--- src/design/qsu_pkg.sv ---
// Shared types, codes and character helpers for the quoted string unescape block.
// Used by the interfaces-side modules: front, queue, back and top level.
`timescale 1ns / 1ps
`default_nettype none

package qsu_pkg;

  // Transaction kinds on the character channel
  localparam logic KIND_OPEN = 1'b0;
  localparam logic KIND_CHAR = 1'b1;

  // Quote modes
  localparam logic [1:0] QM_SINGLE   = 2'd0;
  localparam logic [1:0] QM_DOUBLE   = 2'd1;
  localparam logic [1:0] QM_BACKTICK = 2'd2;

  // Spare quote type code, folded into backtick mode on open
  localparam logic [1:0] QT_BACKTICK_ALT = 2'd3;

  // Completion status codes
  localparam logic [1:0] ST_OK     = 2'd0;
  localparam logic [1:0] ST_LONG   = 2'd1;
  localparam logic [1:0] ST_UNTERM = 2'd2;

  // Characters with a special role
  localparam logic [7:0] CH_NUL    = 8'h00;
  localparam logic [7:0] CH_LF     = 8'h0A;
  localparam logic [7:0] CH_BSLASH = 8'h5C;
  localparam logic [7:0] CH_SQUOTE = 8'h27;
  localparam logic [7:0] CH_DQUOTE = 8'h22;
  localparam logic [7:0] CH_BTICK  = 8'h60;
  localparam logic [7:0] CH_X      = 8'h78;
  localparam logic [7:0] CH_ZERO   = 8'h30;

  localparam logic [8:0] LINES_MAX = 9'd511;

  // Results one character can cause at most
  localparam int MAX_RES = 3;

  typedef enum logic [5:0] {
    PH_IDLE = 6'b000001,
    PH_ESC  = 6'b000010,
    PH_HEXX = 6'b000100,
    PH_HEX1 = 6'b001000,
    PH_OCT1 = 6'b010000,
    PH_OCT2 = 6'b100000
  } phase_t;

  typedef struct packed {
    logic [7:0] data_byte;
    logic       byte_valid;
    logic       last;
    logic [1:0] status;
    logic [8:0] total_length;
    logic [8:0] newline_count;
  } res_t;

  // All results of one character, in order
  typedef struct packed {
    logic [1:0]              cnt;
    res_t [MAX_RES-1:0]      res;
  } bundle_t;

  typedef struct packed {
    logic empty;
    logic full;
  } qstat_t;

  // {valid, value} of a hex digit
  function automatic logic [4:0] hex_val(logic [7:0] c);
    logic [4:0] r;
    r = '0;
    if (c >= 8'h30 && c <= 8'h39) r = {1'b1, 4'(c - 8'h30)};
    else if (c >= 8'h61 && c <= 8'h66) r = {1'b1, 4'(c - 8'h57)};
    else if (c >= 8'h41 && c <= 8'h46) r = {1'b1, 4'(c - 8'h37)};
    return r;
  endfunction

  // {valid, value} of an octal digit
  function automatic logic [3:0] oct_val(logic [7:0] c);
    logic [3:0] r;
    r = '0;
    if (c >= 8'h30 && c <= 8'h37) r = {1'b1, c[2:0]};
    return r;
  endfunction

  // {hit, byte} for the double-quote and backtick escape set
  function automatic logic [8:0] dq_escape(logic [7:0] c);
    logic [8:0] r;
    case (c)
      8'h6E:     r = {1'b1, 8'h0A};
      8'h72:     r = {1'b1, 8'h0D};
      8'h74:     r = {1'b1, 8'h09};
      8'h76:     r = {1'b1, 8'h0B};
      8'h66:     r = {1'b1, 8'h0C};
      CH_BSLASH: r = {1'b1, CH_BSLASH};
      CH_DQUOTE: r = {1'b1, CH_DQUOTE};
      default:   r = '0;
    endcase
    return r;
  endfunction

  // {hit, byte} for the single-quote escape set
  function automatic logic [8:0] sq_escape(logic [7:0] c);
    logic [8:0] r;
    r = '0;
    if (c == CH_BSLASH || c == CH_SQUOTE) r = {1'b1, c};
    return r;
  endfunction

endpackage

`default_nettype wire

--- src/design/qsu_in_if.sv ---
// Character channel interface: valid/ready handshake with one string character.
// Stand-alone; no package needed.
`timescale 1ns / 1ps
`default_nettype none

interface qsu_in_if;
  logic       valid;
  logic       ready;
  logic       kind;
  logic [7:0] ch;
  logic [1:0] quote_type;
  logic [8:0] start_length;

  modport source (output valid, kind, ch, quote_type, start_length, input ready);
  modport sink   (input valid, kind, ch, quote_type, start_length, output ready);
endinterface

`default_nettype wire

--- src/design/qsu_out_if.sv ---
// Result channel interface: valid/ready handshake with one decoded result.
// Stand-alone; no package needed.
`timescale 1ns / 1ps
`default_nettype none

interface qsu_out_if;
  logic       valid;
  logic       ready;
  logic [7:0] data_byte;
  logic       byte_valid;
  logic       last;
  logic [1:0] status;
  logic [8:0] total_length;
  logic [8:0] newline_count;

  modport source (output valid, data_byte, byte_valid, last, status, total_length,
                  newline_count, input ready);
  modport sink   (input valid, data_byte, byte_valid, last, status, total_length,
                  newline_count, output ready);
endinterface

`default_nettype wire

--- src/design/qsu_front.sv ---
// Front end: accepts characters, runs the escape decoder, builds result bundles.
// Depends on qsu_pkg and qsu_in_if.
`timescale 1ns / 1ps
`default_nettype none

module qsu_front #(
  parameter int MAX_LEN = 256
) (
  input  logic             clk,
  input  logic             rst,
  qsu_in_if.sink           chars,
  output logic             push,
  output qsu_pkg::bundle_t push_data,
  input  qsu_pkg::qstat_t  qstat
);
  import qsu_pkg::*;

  // Count can pass the limit by a few escape bytes and start above it
  localparam int CNT_W = $clog2(MAX_LEN + 516);

  typedef struct packed {
    logic               act;
    phase_t             ph;
    logic [5:0]         pend;
    logic [CNT_W-1:0]   cnt;
    logic [8:0]         lines;
    logic [1:0]         n;
    res_t [MAX_RES-1:0] res;
  } dec_t;

  logic             active;
  logic [1:0]       quote_mode;
  phase_t           phase;
  logic [5:0]       pending;
  logic [CNT_W-1:0] out_count;
  logic [8:0]       line_count;

  logic       accept;
  logic [7:0] qc;
  logic [4:0] hx;
  logic [3:0] oc;
  logic [8:0] esc;
  dec_t       d;

  function automatic dec_t put(dec_t s, res_t r);
    s.res[s.n] = r;
    s.n        = s.n + 2'd1;
    return s;
  endfunction

  function automatic dec_t emit(dec_t s, logic [7:0] b);
    res_t r;
    r            = '0;
    r.data_byte  = b;
    r.byte_valid = 1'b1;
    s.cnt        = s.cnt + CNT_W'(1);
    return put(s, r);
  endfunction

  function automatic dec_t finish(dec_t s, logic [1:0] st);
    res_t r;
    r               = '0;
    r.last          = 1'b1;
    r.status        = st;
    r.total_length  = s.cnt[8:0];
    r.newline_count = s.lines;
    s.act           = 1'b0;
    s.ph            = PH_IDLE;
    return put(s, r);
  endfunction

  // Plain character outside an escape
  function automatic dec_t raw(dec_t s, logic [7:0] c, logic [7:0] q);
    dec_t t;
    t = s;
    if (c == CH_NUL) t = finish(s, ST_UNTERM);
    else if (c == q) t = finish(s, ST_OK);
    else if (s.cnt >= CNT_W'(MAX_LEN)) t = finish(s, ST_LONG);
    else if (c == CH_BSLASH) t.ph = PH_ESC;
    else begin
      if (c == CH_LF && s.lines != LINES_MAX) t.lines = s.lines + 9'd1;
      t = emit(t, c);
    end
    return t;
  endfunction

  assign accept      = chars.valid && chars.ready;
  assign chars.ready = !qstat.full;

  always_comb begin
    unique case (quote_mode)
      QM_SINGLE: qc = CH_SQUOTE;
      QM_DOUBLE: qc = CH_DQUOTE;
      default:   qc = CH_BTICK;
    endcase
  end

  assign hx  = hex_val(chars.ch);
  assign oc  = oct_val(chars.ch);
  assign esc = (quote_mode == QM_SINGLE) ? sq_escape(chars.ch) : dq_escape(chars.ch);

  always_comb begin
    d       = '0;
    d.act   = active;
    d.ph    = phase;
    d.pend  = pending;
    d.cnt   = out_count;
    d.lines = line_count;
    if (chars.kind == KIND_CHAR && active) begin
      unique case (phase)
        PH_ESC: begin
          if (chars.ch == CH_NUL) d = finish(d, ST_UNTERM);
          else begin
            d.ph = PH_IDLE;
            if (esc[8]) d = emit(d, esc[7:0]);
            else if (quote_mode == QM_DOUBLE && oc[3] && oc[2:0] == 3'd0) d = emit(d, CH_NUL);
            else if (quote_mode == QM_DOUBLE && oc[3]) begin
              d.pend = {3'd0, oc[2:0]};
              d.ph   = PH_OCT1;
            end else if (quote_mode == QM_DOUBLE && chars.ch == CH_X) d.ph = PH_HEXX;
            else begin
              // unknown escape: keep the backslash, redo the character
              d = emit(d, CH_BSLASH);
              d = raw(d, chars.ch, qc);
            end
          end
        end
        PH_HEXX: begin
          if (hx[4]) begin
            d.pend = {2'd0, hx[3:0]};
            d.ph   = PH_HEX1;
          end else if (chars.ch == CH_NUL) d = finish(d, ST_UNTERM);
          else begin
            d.ph = PH_IDLE;
            d    = emit(d, CH_BSLASH);
            d    = raw(d, CH_X, qc);
            if (d.act) d = raw(d, chars.ch, qc);
          end
        end
        PH_HEX1: begin
          if (hx[4]) begin
            d.ph = PH_IDLE;
            d    = emit(d, {pending[3:0], hx[3:0]});
          end else if (chars.ch == CH_NUL) d = finish(d, ST_UNTERM);
          else begin
            d.ph = PH_IDLE;
            d    = emit(d, {2'd0, pending});
            d    = raw(d, chars.ch, qc);
          end
        end
        PH_OCT1: begin
          if (oc[3]) begin
            d.pend = {pending[2:0], oc[2:0]};
            d.ph   = PH_OCT2;
          end else if (chars.ch == CH_NUL) d = finish(d, ST_UNTERM);
          else begin
            d.ph = PH_IDLE;
            d    = emit(d, {2'd0, pending});
            d    = raw(d, chars.ch, qc);
          end
        end
        PH_OCT2: begin
          if (oc[3]) begin
            // values above 255 keep their low byte
            d.ph = PH_IDLE;
            d    = emit(d, {pending[4:0], oc[2:0]});
          end else if (chars.ch == CH_NUL) d = finish(d, ST_UNTERM);
          else begin
            d.ph = PH_IDLE;
            d    = emit(d, {2'd0, pending});
            d    = raw(d, chars.ch, qc);
          end
        end
        default: begin
          d.ph = PH_IDLE;
          d    = raw(d, chars.ch, qc);
        end
      endcase
    end
  end

  assign push          = accept && chars.kind == KIND_CHAR && d.n != 2'd0;
  assign push_data.cnt = d.n;
  assign push_data.res = d.res;

  always_ff @(posedge clk) begin
    if (rst) begin
      active     <= 1'b0;
      quote_mode <= QM_SINGLE;
      phase      <= PH_IDLE;
      pending    <= '0;
      out_count  <= '0;
      line_count <= '0;
    end else if (accept) begin
      if (chars.kind == KIND_OPEN) begin
        // drop any open string and start fresh
        active     <= 1'b1;
        quote_mode <= (chars.quote_type == QT_BACKTICK_ALT) ? QM_BACKTICK : chars.quote_type;
        phase      <= PH_IDLE;
        pending    <= '0;
        out_count  <= CNT_W'(chars.start_length);
        line_count <= '0;
      end else begin
        active     <= d.act;
        phase      <= d.ph;
        pending    <= d.pend;
        out_count  <= d.cnt;
        line_count <= d.lines;
      end
    end
  end

endmodule

`default_nettype wire

--- src/design/qsu_queue.sv ---
// Bundle queue between decoder front and result back end.
// Depends on qsu_pkg.
`timescale 1ns / 1ps
`default_nettype none

module qsu_queue #(
  parameter int DEPTH = 4
) (
  input  logic             clk,
  input  logic             rst,
  input  logic             push,
  input  qsu_pkg::bundle_t push_data,
  input  logic             pop,
  output qsu_pkg::bundle_t head,
  output qsu_pkg::qstat_t  qstat
);
  import qsu_pkg::*;

  localparam int PTR_W = (DEPTH > 1) ? $clog2(DEPTH) : 1;
  localparam int CNT_W = $clog2(DEPTH + 1);

  bundle_t          mem [DEPTH];
  logic [PTR_W-1:0] wr_ptr;
  logic [PTR_W-1:0] rd_ptr;
  logic [CNT_W-1:0] count;

  function automatic logic [PTR_W-1:0] adv(logic [PTR_W-1:0] p);
    return (p == PTR_W'(DEPTH - 1)) ? '0 : p + PTR_W'(1);
  endfunction

  assign head        = mem[rd_ptr];
  assign qstat.empty = (count == '0);
  assign qstat.full  = (count == CNT_W'(DEPTH));

  always_ff @(posedge clk) begin
    if (push) mem[wr_ptr] <= push_data;
  end

  always_ff @(posedge clk) begin
    if (rst) begin
      wr_ptr <= '0;
      rd_ptr <= '0;
      count  <= '0;
    end else begin
      if (push) wr_ptr <= adv(wr_ptr);
      if (pop)  rd_ptr <= adv(rd_ptr);
      unique case ({push, pop})
        2'b10:   count <= count + CNT_W'(1);
        2'b01:   count <= count - CNT_W'(1);
        default: count <= count;
      endcase
    end
  end

endmodule

`default_nettype wire

--- src/design/qsu_back.sv ---
// Back end: walks each bundle and drives one result per cycle into the output register while result.ready allows.
// Depends on qsu_pkg and qsu_out_if.
`timescale 1ns / 1ps
`default_nettype none

module qsu_back (
  input  logic             clk,
  input  logic             rst,
  input  qsu_pkg::bundle_t head,
  input  qsu_pkg::qstat_t  qstat,
  output logic             pop,
  qsu_out_if.source        result
);
  import qsu_pkg::*;

  logic [1:0] idx;
  logic       load;
  res_t       cur;

  assign load = !qstat.empty && (!result.valid || result.ready);
  assign cur  = head.res[idx];
  assign pop  = load && (idx == head.cnt - 2'd1);

  always_ff @(posedge clk) begin
    if (rst) begin
      result.valid <= 1'b0;
      idx          <= '0;
    end else if (load) begin
      result.valid <= 1'b1;
      idx          <= pop ? 2'd0 : idx + 2'd1;
    end else if (result.ready) begin
      result.valid <= 1'b0;
    end
  end

  always_ff @(posedge clk) begin
    if (load) begin
      result.data_byte     <= cur.data_byte;
      result.byte_valid    <= cur.byte_valid;
      result.last          <= cur.last;
      result.status        <= cur.status;
      result.total_length  <= cur.total_length;
      result.newline_count <= cur.newline_count;
    end
  end

endmodule

`default_nettype wire

--- src/design/quoted_string_unescape.sv ---
// Top level of the quoted string unescape block: front decoder, bundle queue, back end.
// Depends on qsu_pkg, qsu_in_if, qsu_out_if, qsu_front, qsu_queue, qsu_back.
//
//   channel  | role   | carries
//   ---------+--------+----------------------------------------------------------
//   chars    | sink   | kind, ch, quote_type, start_length (open or one character)
//   result   | source | data_byte, byte_valid, last, status, total_length,
//            |        | newline_count (one decoded byte or one end-of-string mark)
//
// Cycles: one character transaction per cycle unless the queue is full; the decoder
//   finishes it in the cycle it is taken. Each character yields zero to three results,
//   which leave one per cycle while result.ready holds, so the result port sets the
//   sustained rate when strings expand.
// Stalls: the bundle queue (QUEUE_DEPTH entries) lets the front keep taking
//   characters while the back end waits on result.ready; chars.ready drops only
//   when the queue is full.
// Reset: synchronous; clears decoder state, queue pointers and output valid.
`timescale 1ns / 1ps
`default_nettype none

module quoted_string_unescape #(
  parameter int MAX_LEN     = 256,
  parameter int QUEUE_DEPTH = 4
) (
  input logic        clk,
  input logic        rst,
  qsu_in_if.sink     chars,
  qsu_out_if.source  result
);
  import qsu_pkg::*;

  logic    push;
  bundle_t push_data;
  bundle_t head;
  qstat_t  qstat;
  logic    pop;

  // Decode each character into a bundle of results
  qsu_front #(
    .MAX_LEN (MAX_LEN)
  ) u_front (
    .clk       (clk),
    .rst       (rst),
    .chars     (chars),
    .push      (push),
    .push_data (push_data),
    .qstat     (qstat)
  );

  // Hold bundles until the back end has drained them
  qsu_queue #(
    .DEPTH (QUEUE_DEPTH)
  ) u_queue (
    .clk       (clk),
    .rst       (rst),
    .push      (push),
    .push_data (push_data),
    .pop       (pop),
    .head      (head),
    .qstat     (qstat)
  );

  // Serialize bundles onto the result channel
  qsu_back u_back (
    .clk    (clk),
    .rst    (rst),
    .head   (head),
    .qstat  (qstat),
    .pop    (pop),
    .result (result)
  );

  // An end-of-string mark never carries a byte
  a_last_no_byte: assert property (@(posedge clk) disable iff (rst)
    result.valid |-> !(result.last && result.byte_valid))
    else $error("end mark carries a data byte");

  // Bundles come only from accepted body characters
  a_push_from_char: assert property (@(posedge clk) disable iff (rst)
    push |-> (chars.valid && chars.ready && chars.kind == KIND_CHAR))
    else $error("bundle pushed without an accepted character");

  // The back end never takes from an empty queue
  a_pop_nonempty: assert property (@(posedge clk) disable iff (rst)
    pop |-> !qstat.empty)
    else $error("pop from empty queue");

  // Queued work reaches the output register in the next cycle when it is free
  a_back_loads: assert property (@(posedge clk) disable iff (rst)
    (!qstat.empty && !result.valid) |=> result.valid)
    else $error("back end idle with work queued");

endmodule

`default_nettype wire
--- src/flat_wrapper.sv ---
// flat-port wrapper written by rule: the top's interface ports become plain ports
module quoted_string_unescape_flat import qsu_pkg::*;
#(
  parameter int MAX_LEN     = 256,
  parameter int QUEUE_DEPTH = 4
)
  (clk, rst, chars_valid, chars_kind, chars_ch, chars_quote_type, chars_start_length, chars_ready, result_valid, result_data_byte, result_byte_valid, result_last, result_status, result_total_length, result_newline_count, result_ready);
  qsu_in_if chars_i ();
  qsu_out_if result_i ();
  input logic clk;
  input logic rst;
  input wire logic [$bits(chars_i.valid)-1:0] chars_valid;
  input wire logic [$bits(chars_i.kind)-1:0] chars_kind;
  input wire logic [$bits(chars_i.ch)-1:0] chars_ch;
  input wire logic [$bits(chars_i.quote_type)-1:0] chars_quote_type;
  input wire logic [$bits(chars_i.start_length)-1:0] chars_start_length;
  output wire logic [$bits(chars_i.ready)-1:0] chars_ready;
  output wire logic [$bits(result_i.valid)-1:0] result_valid;
  output wire logic [$bits(result_i.data_byte)-1:0] result_data_byte;
  output wire logic [$bits(result_i.byte_valid)-1:0] result_byte_valid;
  output wire logic [$bits(result_i.last)-1:0] result_last;
  output wire logic [$bits(result_i.status)-1:0] result_status;
  output wire logic [$bits(result_i.total_length)-1:0] result_total_length;
  output wire logic [$bits(result_i.newline_count)-1:0] result_newline_count;
  input wire logic [$bits(result_i.ready)-1:0] result_ready;
  assign chars_i.valid = chars_valid;
  assign chars_i.kind = chars_kind;
  assign chars_i.ch = chars_ch;
  assign chars_i.quote_type = chars_quote_type;
  assign chars_i.start_length = chars_start_length;
  assign chars_ready = chars_i.ready;
  assign result_valid = result_i.valid;
  assign result_data_byte = result_i.data_byte;
  assign result_byte_valid = result_i.byte_valid;
  assign result_last = result_i.last;
  assign result_status = result_i.status;
  assign result_total_length = result_i.total_length;
  assign result_newline_count = result_i.newline_count;
  assign result_i.ready = result_ready;
  quoted_string_unescape #(.MAX_LEN(MAX_LEN), .QUEUE_DEPTH(QUEUE_DEPTH)) u_core (.clk(clk), .rst(rst), .chars(chars_i), .result(result_i));
endmodule
--- config.mk ---
export PLATFORM = sky130hd
export DESIGN_NAME = quoted_string_unescape_flat
export DESIGN_NICKNAME = d
export VERILOG_FILES = /design/src/design/qsu_pkg.sv /design/src/design/qsu_in_if.sv /design/src/design/qsu_out_if.sv /design/src/design/qsu_front.sv /design/src/design/qsu_queue.sv /design/src/design/qsu_back.sv /design/src/design/quoted_string_unescape.sv /design/src/flat_wrapper.sv
export SDC_FILE = /design/constraint.sdc
export NUM_CORES = 1
export LEC_CHECK = 0
export ABC_AREA = 1
export ABC_CLOCK_PERIOD_IN_PS = 9470
export BUFFER_PORTS_ARGS = -buffer_cell sky130_fd_sc_hd__buf_2
export CAP_MARGIN = 20
export CORE_ASPECT_RATIO = 1.75
export CORE_MARGIN = 2
export CORE_UTILIZATION = 31
export DETAILED_ROUTE_END_ITERATION = 7
export PLACE_DENSITY = 0.53
export SLEW_MARGIN = 10
export SYNTH_ARGS = -nofsm -noshare
export SYNTH_HDL_FRONTEND = slang
export SYNTH_SLANG_ARGS = --single-unit
--- constraint.sdc ---
create_clock -name clk -period 9.47 [get_ports clk]
set_input_delay 0.947 -clock clk [delete_from_list [all_inputs] [get_ports clk]]
set_output_delay 0.947 -clock clk [all_outputs]
set_load 0.05 [all_outputs]
==> summary.md <==
The tools report the max-capacitance violation count as 0. The clock-pin slew on the worst setup and hold paths was 0.07 ns. Walking the worst path, the cells encountered are buf_2 > inv_2 > ha_1 > inv_1 > nor2_2 > nand2_1 > nand4_1 > nand2_2 > inv_2 > nand2_1 > nand2_2 > nand2_1 > inv_2 > nand2_1 > nand3_1 > nand2_1 > nand2_2 > nand2_1 > nor2_4 > buf_4. The count of nets left with antenna violations once routing finished came out at 0. The adder-cell share of the synthesized area was 0.0111; the initial core utilization was 0.313.

The final worst-path cycle share came out at 0.557. The die is 349 um tall. At the worst endpoint, the arrival time is 5.44 ns. The analysis attributes to cell leakage a power of 8.80 nW. The critical path in this run is classified as primary input to flop. During I/O placement, the number of pins put on the boundary was 56. Destination of the worst register-to-register timing path: u_core.u_queue.mem[1][28]. The clock tree synthesis step divided the H-tree into 2 levels. Based on the critical path, the design can be clocked at up to 190 MHz.

The kind of cell with the highest combined delay on the critical path was simple AND/OR/NAND/NOR gates. The total global routing track utilization is 0.190. The tools report the buffer type at the clock tree root as clkbuf_16.

Kind of start point of the critical path: a primary input. The type of the tightest min-delay check was flop to flop. Across all register-to-register paths, the minimum setup slack is 4.48 ns.

After detailed placement, the design holds a cell count of 3088. The synthesized area per cell came out at 9.51 um2. Setup violations remaining at the end of the flow were counted as 0.

The logs give 0 for the number of antenna violations at the first check in global routing and 6 for the first-pass iteration count of the detailed router. The total via count in the routed design was 16400. At the end of routability-driven placement, the weighted congestion stood at 0.952. The run finished with clean final reports. Counting every sink on the clock net gives 436. The startpoint identified for the worst register-to-register timing path is u_core.u_front.out_count[0]. The horizontal extent of the die is 201 um, and the simple-gate share of the synthesized area is 0.216.

In this run the standard cell core region covers 0.0673 mm2. During synthesis, Yosys emitted a total of 0 warnings. Across the VDD grid, the largest voltage drop is 0.000112 V.

For the total global routing overflow, the log shows 0. The worst hold path was traced through 2 stages. The layout has 6860 filler cells. Among the stages of the critical path, the cell type that occurs most often is nand2_1. The initialized floorplan defines 126 standard-cell rows. For the worst flop-to-flop path, the logic depth is 18. The fraction of final layout cells with drive strength greater than 1 is 0.109, and the non-filler instance count after layout is 3159.

The worst hold path terminates at u_core.u_front.pending[4]. Ranked by instance count, the synthesized netlist is headed by 436 x nand2_1, 390 x edfxtp_1, 333 x nor2_1. The number of synthesized flops with an enable pin is 390, and the number of buffers inserted by port buffering is 55. The pin slew with the least headroom to its limit works out to 1.06 ns. The minimum period implied by the final worst setup slack was 5.28 ns. For this design the ratio of total power to cell area is 171 mW/mm2.

The delay of the slowest cell on the worst path is 0.75 ns, and the clock buffer count from CTS is 41. Final hold analysis gives a worst-case slack of 0.473 ns. The wire length of the first global-routing pass came out at 101000 um. nand2_1 is the most common cell in the netlist. The xor-xnor portion of the synthesized cell area is 0.00416. The number of buffer and inverter instances along the worst setup path came out at 6. The largest total area in the synthesized netlist belongs to edfxtp_1.

After synthesis the netlist holds a flip-flop and latch count of 436. The tools report the net count reported at finish as 2278. The tools report the number of hold violations in the final report as 0.

In the final routed layout, each cell accounts on average for 21.5 um. In the post-synthesis netlist, the biggest area contributors are edfxtp_1 56%, nand2_1 7.8%, nor2_1 5.9%, o21ai_0 5.3%, dfxtp_1 4.4%. The aggregate routed wire length was 68000 um. Compound-gate portion of the synthesized area: 0.118. In this run the worst path has a maximum fanout of 53.

For this block, the initial DRC count from the detailed router was 1269. The run gives 0 as the max-slew violation count. For the worst-skew pair, the clock arrives at the later sink with an insertion delay of 0.56 ns. The tools report the largest net degree at the start of global routing as 99. Setup repair after global routing left no endpoint under its margin. The slowest stage of the critical path is the buf_4 cell. TritonCTS built the clock tree.

Startpoint of the tightest hold check path: u_core.u_front.pending[4]. The routed via count divided by cell count is 5.20. Between clock sinks in the finished design, the worst skew comes to 0.0207 ns.

For the remaining max-slew budget at the tightest pin, the log shows 0.286. The number of hold buffers added after CTS was 0. The number of gates resized after CTS was 0. After routing, the total negative slack on setup checks comes to 0 ns. Counting along the longest clock path gives a buffer depth of 3. By area, the combinational part of the netlist is dominated by simple AND/OR/NAND/NOR gates.

Compared with the post-synthesis result, the final layout area differs by 11.7%. Post-CTS timing repair inserted 0 buffers for setup. The cell count after synthesis came out at 2213. The post-synth design cell area is 0.0210 mm2.

The worst setup path is captured at a flop. After detailed routing, the number of remaining DRC violations is 0. The async set or reset register ratio after synthesis came out at 0. The top cell type's share of synthesized area is 0.557, and the detailed placer's ending HPWL is 45400 um. In the synthesized netlist the dominant register cell turns out to be edfxtp_1.

The share of synthesized area occupied by flip-flops and latches was 0.600. The multiplexer area fraction after synthesis was 0. STA puts the critical path data required time at 9.64 ns.

The die covers 0.0701 mm2. The via count of the first global-routing pass is 16100, and the number of distinct library cells after synthesis is 55. Counting every net in the synthesized netlist gives 2255.
[area by class of cell]
| type | count | area (um2) | area share |
|---|---|---|---|
| clock buffer | 52 | 1070 | 0.0454 |
| timing repair buffer | 82 | 498 | 0.0212 |
| sequential | 436 | 12600 | 0.538 |
| multi-input combinational | 1512 | 7410 | 0.315 |
| clock inverter | 17 | 145 | 0.00618 |
| antenna | 1 | 2.50 | 0.000106 |
| tap | 896 | 1120 | 0.0477 |
| inverter | 163 | 614 | 0.0261 |
[report_power, final]
| part | switching (mW) | total [mW] | internal (mW) |
|---|---|---|---|
| logic | 0.262 | 0.344 | 0.0815 |
| clock network | 0.711 | 1.56 | 0.854 |
| registers | 0.0166 | 2.11 | 2.09 |
| total | 0.989 | 4.02 | 3.03 |
[layer usage]
| metal | global-route usage | wire length, um |
|---|---|---|
| met2 | 0.351 | 35700 |
| met4 | 0.100 | 3600 |
| met5 | 0 | 0 |
| met3 | 0.0182 | 2540 |
| met1 | 0.215 | 26200 |
[worst reg2reg max path: cells and delay by family, from the launching register on]
kind | cells | cell delay, ns
buf+inv | 2 | 0.98
simple gates | 15 | 2.61
fa+ha+maj | 1 | 0.31
flops | 1 | 0.62
[stage by stage]
| step | worst slack [ns] | utilization | instance area [um2] | total power, mW |
|---|---|---|---|---|
| 3_3_place_gp | 3.43 | 0.331 | 22300 | 2.49 |
| 3_5_place_dp | 3.36 | 0.331 | 22300 | 2.49 |
| 2_1_floorplan | 2.54 | - | 21000 | 2.37 |
| 6_report | 4.19 | 0.349 | 23500 | 4.02 |
| 5_1_grt | 3.88 | 0.349 | 23500 | 4.15 |
| 4_1_cts | 3.94 | 0.349 | 23500 | 4.06 |
[flip-flops by register name, summed over array words and instances, names as in the netlist, named ones only]
| signal | count |
|---|---|
| u_core.u_back.idx | 2 |
| u_core.u_back.result.total_length | 9 |
| u_core.u_queue.wr_ptr | 2 |
| u_core.u_back.result.newline_count | 9 |
| u_core.u_front.line_count | 9 |
| u_core.u_front.pending | 6 |
| u_core.u_back.result.data_byte | 8 |
| u_core.u_front.out_count | 10 |
| u_core.u_back.result.last | 1 |
| u_core.u_queue.rd_ptr | 2 |
| u_core.u_queue.mem | 360 |
| u_core.u_back.result.valid | 1 |
| u_core.u_back.result.byte_valid | 1 |
| u_core.u_front.phase | 6 |
| u_core.u_back.result.status | 2 |
| u_core.u_front.active | 1 |
| u_core.u_front.quote_mode | 2 |
| u_core.u_queue.count | 3 |
[placed cells by master, fill, tap and decap left out, types with 4 or more instances in the layout]
| cell | instances |
|---|---|
| nand3_2 | 4 |
| nand2_2 | 22 |
| nand4_1 | 36 |
| nor4_1 | 4 |
| nor2_4 | 14 |
| nor3_1 | 37 |
| o31ai_1 | 4 |
| edfxtp_1 | 390 |
| nand3_1 | 127 |
| clkbuf_16 | 41 |
| buf_2 | 55 |
| o211ai_1 | 11 |
| nand3b_1 | 5 |
| nand2_1 | 436 |
| o21ai_0 | 224 |
| clkbuf_1 | 11 |
| nor2_1 | 326 |
| a21oi_1 | 59 |
| ha_1 | 17 |
| clkinv_1 | 5 |
| inv_1 | 124 |
| inv_2 | 37 |
| buf_4 | 26 |
| dfxtp_1 | 44 |
| clkinv_2 | 7 |
| xor2_1 | 9 |
| o21ai_1 | 13 |
| o221ai_1 | 5 |
| nor2_2 | 18 |
| o22ai_1 | 101 |
[cell families after synthesis]
| kind of cell | after synthesis |
|---|---|
| AOI/OAI and AO/OA | 443 |
| xor gates and xnor gates | 10 |
| adders and majority gates | 18 |
| buffers and inverters | 265 |
| DFF | 436 |
| and+or+nand+nor | 1041 |
[worst max path at each step]
stage | start | end | slack (ns) | cells past startpoint
3_5_place_dp | chars_ch[1] | u_core.u_queue.mem[0][52] | 3.36 | 20
6_report | chars_ch[1] | u_core.u_queue.mem[1][28] | 4.19 | 20
2_1_floorplan | chars_ch[0] | u_core.u_queue.mem[0][0] | 2.54 | 18
5_1_grt | chars_ch[1] | u_core.u_queue.mem[1][58] | 3.88 | 20
4_1_cts | chars_ch[1] | u_core.u_queue.mem[0][54] | 3.94 | 20
3_3_place_gp | chars_ch[1] | u_core.u_queue.mem[0][52] | 3.43 | 20
Power figures use the tool's default switching activity.
